`src/rtl/core/sast_ram.sv`:
```
module sast_ram #(
  parameter int unsigned Width = 8,
  parameter int unsigned Depth = 64
) (
  input  logic                     clk_i,
  input  logic                     we_i,
  input  logic [$clog2(Depth)-1:0] waddr_i,
  input  logic [Width-1:0]         wdata_i,
  input  logic [$clog2(Depth)-1:0] raddr_i,
  output logic [Width-1:0]         rdata_o
);

  logic [Width-1:0] mem_q [Depth];

  // one write port, one registered read port
  always_ff @(posedge clk_i) begin
    if (we_i) begin
      mem_q[waddr_i] <= wdata_i;
    end
    rdata_o <= mem_q[raddr_i];
  end

endmodule

```
`config.mk`:
```
export PLATFORM = sky130hd
export DESIGN_NAME = sast_ram
export DESIGN_NICKNAME = d
export VERILOG_FILES = /design/src/rtl/core/sast_ram.sv
export SDC_FILE = /design/constraint.sdc
export NUM_CORES = 1
export LEC_CHECK = 0
export ABC_CLOCK_PERIOD_IN_PS = 2150
export BUFFER_PORTS_ARGS = -buffer_cell sky130_fd_sc_hd__buf_2
export CAP_MARGIN = 20
export CORE_MARGIN = 2
export CORE_UTILIZATION = 57
export CTS_CLUSTER_DIAMETER = 100
export DETAILED_ROUTE_END_ITERATION = 6
export GPL_TIMING_DRIVEN = 0
export PLACE_DENSITY = 0.72
export SLEW_MARGIN = 20
export SYNTH_ARGS = -nofsm -noshare
export SYNTH_HDL_FRONTEND = slang
export SYNTH_SLANG_ARGS = --single-unit
```
`constraint.sdc`:
```
create_clock -name clk_i -period 2.15 [get_ports clk_i]
set_input_delay 0.1075 -clock clk_i [delete_from_list [all_inputs] [get_ports clk_i]]
set_output_delay 0.1075 -clock clk_i [all_outputs]
set_load 0.005 [all_outputs]
```
==> run metrics <==
status=finished clean; fin nets=1035; largest net degree at the start of global routing=65; CP Capture Type=flop; antenna violations before repair=1; number of unique standard cell types used by synthesis=40; Worst Path Arrival=2.52 ns; DR iter-0 viols=1231; Reg clk slew, reported paths=0.06 ns; CP max FO=1; CP top delay family=multiplexers; PwrDens=929 nW/um^2; Area growth syn-to-layout=11.6%; Data required, critical path=around 2.6 ns; Die Ht=a little under 200 um; Worst slew margin=0.332; core area=34700 sq um; Util after Layout=0.649; Critical Path Stages=5; Hold Vio Cnt, Final=0; Seq/Total Area, Yosys=0.770; Async SR Flop Fraction=0; CTS Sinks=520; WS Path Type=flop to flop; RSZ-0062 raised after global routing=no; CTS tree=built; Clock Tree Buf Depth=3; CTS root buffer=clkbuf_16; Core Rows=68; layout cells sized above 1=0.253; Non-Filler Instances=1509; cell count of the worst reg-to-reg path=5; RePlAce Congestion=just over 0.9; share of the clock period used by the worst path after layout=0.981; CTS Buf Count=51; Top FF cell, synth=edfxtp_1; Buf+Inv Stages, Crit Path=0; detailed placement HPWL=between 20000 and 30000 um; post-synthesis instance total=940; highest clock rate=roughly 0.47 GHz; Pwr Total=roughly 21 mW; GRT Util Overall=0.263; Hold Crit Depth=1; placed cell areas=20900 sq um; worst-path cell chain=mux4_2, mux2_2, o221a_2, nor3_1, o32ai_1; leakage power=around 7 nW; Skew-Pair Late Insertion Delay=0.56 ns; Final Critical Period=roughly 2.1 ns; Initial Util=0.581; Worst path max stage delay=between 0.4 and 0.5 ns; Post-synth EDFFs=slightly above 500; WL/cell=between 30 and 40 um; Final WS setup=slightly above 0.04 ns; synthesized area per cell=around 21 sq um; input/output buffers=21; pre-CTS setup slack=-0.805 ns; placed insts=1416; Min-Delay Path Class=input port to flop; Clock Skews=around 0.014 ns; CTS H-tree depth=2; Slew @ Worst Pin=between 0.9 and 1 ns; first-pass GRT wire length=67800 um; die width=a little under 200 um; # Post-CTS Setup Buffers=0; #FFs+latches synth=520; # IOs=30; drt drc=0; antenna cells=0; vias in the first global route=roughly 10000; Slew Limit Fails=0; Vias per Instance=roughly 6.7; mapped cell area=approximately 20000 sq um; crit path launch type=flop; design area=about 23000 sq um; Maximum Capacitance Violations=0; die area=approximately 37000 sq um; Synth warnings=0; Setup Viol. Count Final=0; critical path's slowest cell=mux4_2; VDD IR max=between 0.6 and 0.7 mV; ANT nets after route=0; syn nets=962; grt ovf=0; drt pass-1 iters=5; drt total wl=between 40000 and 50000 um; via count=10047
[power breakdown]
group          internal (mW)  leakage (nW)  switching (mW)  total, mW
clock network           4.96         0.783            3.60       8.56
registers               11.2          4.67          0.0198       11.2
logic                  0.404          1.56           0.716       1.12
[synth_stat cells, types with 3 or more instances]
library cell	n	area [sq um]
buf_1	4	15.0
nand3b_1	3	22.5
a221oi_1	6	52.6
nor3_1	7	35.0
o2111ai_1	3	26.3
buf_2	11	55.1
dfxtp_1	8	160
nand2_1	19	71.3
buf_6	4	45.0
a22oi_1	3	22.5
a211oi_1	4	30.0
mux2i_1	23	230
clkbuf_1	17	63.8
o22ai_1	8	50.1
nand2b_1	7	43.8
o2bb2ai_1	3	26.3
a21oi_1	3	15.0
mux2_2	13	146
nor2_1	83	312
nor2b_1	14	87.6
nand3_1	13	65.1
buf_4	13	97.6
mux4_2	126	2840
o221ai_1	8	70.1
edfxtp_1	512	15400
[cell families (layout without fill, tap and decap cells)]
logic type / Yosys count / after routing / share of synthesized area
compound gates: 54 / 54 / 0.0207
buf+inv: 51 / 165 / 0.0157
flops: 520 / 520 / 0.770
mux: 162 / 162 / 0.159
simple gates: 153 / 153 / 0.0339
[flip-flops by register name (all words and copies together), names as in the netlist]
signal,cells
rdata_o,8
mem_q,512
[layer usage]
metal | share of wire | global-route usage | vias to the layer above
li1 | - | - | 4073
met1 | 0.41 | 0.398 | 5241
met2 | 0.46 | 0.397 | 617
met3 | 0.10 | 0.0504 | 114
met4 | 0.031 | 0.0796 | 2
met5 | 0.00030 | 0 | -
[path summary, 6_finish.rpt]
check	startpoint	slack, ns	to
max	mem_q[20][6]$_DFFE_PP_	0.04	rdata_o[6]$_DFF_P_
min	wdata_i[7]	0.1	mem_q[51][7]$_DFFE_PP_
max reg2reg	mem_q[20][6]$_DFFE_PP_	0.04	rdata_o[6]$_DFF_P_
min reg2reg	mem_q[7][7]$_DFFE_PP_	0.97	rdata_o[7]$_DFF_P_
[stage by stage]
stage	hold slack, ns	TNS [ns]
6_report	0.0978	0
5_1_grt	0.108	0
3_5_place_dp	0.489	-48.30
2_1_floorplan	0.206	0
3_3_place_gp	0.487	-26.85
4_1_cts	0.133	0
[placed cells by master, fill, tap and decap left out, drive strengths merged, types with 14 or more instances in the layout]
master	n
edfxtp	512
nor2b	14
nand2	19
clkbuf	89
buf	51
clkinv	20
mux4	126
mux2i	23
nor2	83
[layout make-up]
| type | instances | area, sq um |
|---|---|---|
| Sequential cell | 520 | 15500 |
| Buffer | 49 | 320 |
| Clock inverter | 23 | 174 |
| Multi-Input combinational cell | 369 | 4360 |
| Fill cell | 2282 | 12200 |
| Clock buffer | 71 | 1420 |
| Tap cell | 455 | 569 |
| Timing Repair Buffer | 22 | 135 |
[repair_timing]
action,4_1_cts,5_1_grt
endpoints found under the hold margin,2,0
pin swaps,0,0
endpoints found under the setup margin,5,3
hold buffers,1,0
gates resized for setup,4,10
Note: power is estimated with default switching activity, not from simulation.
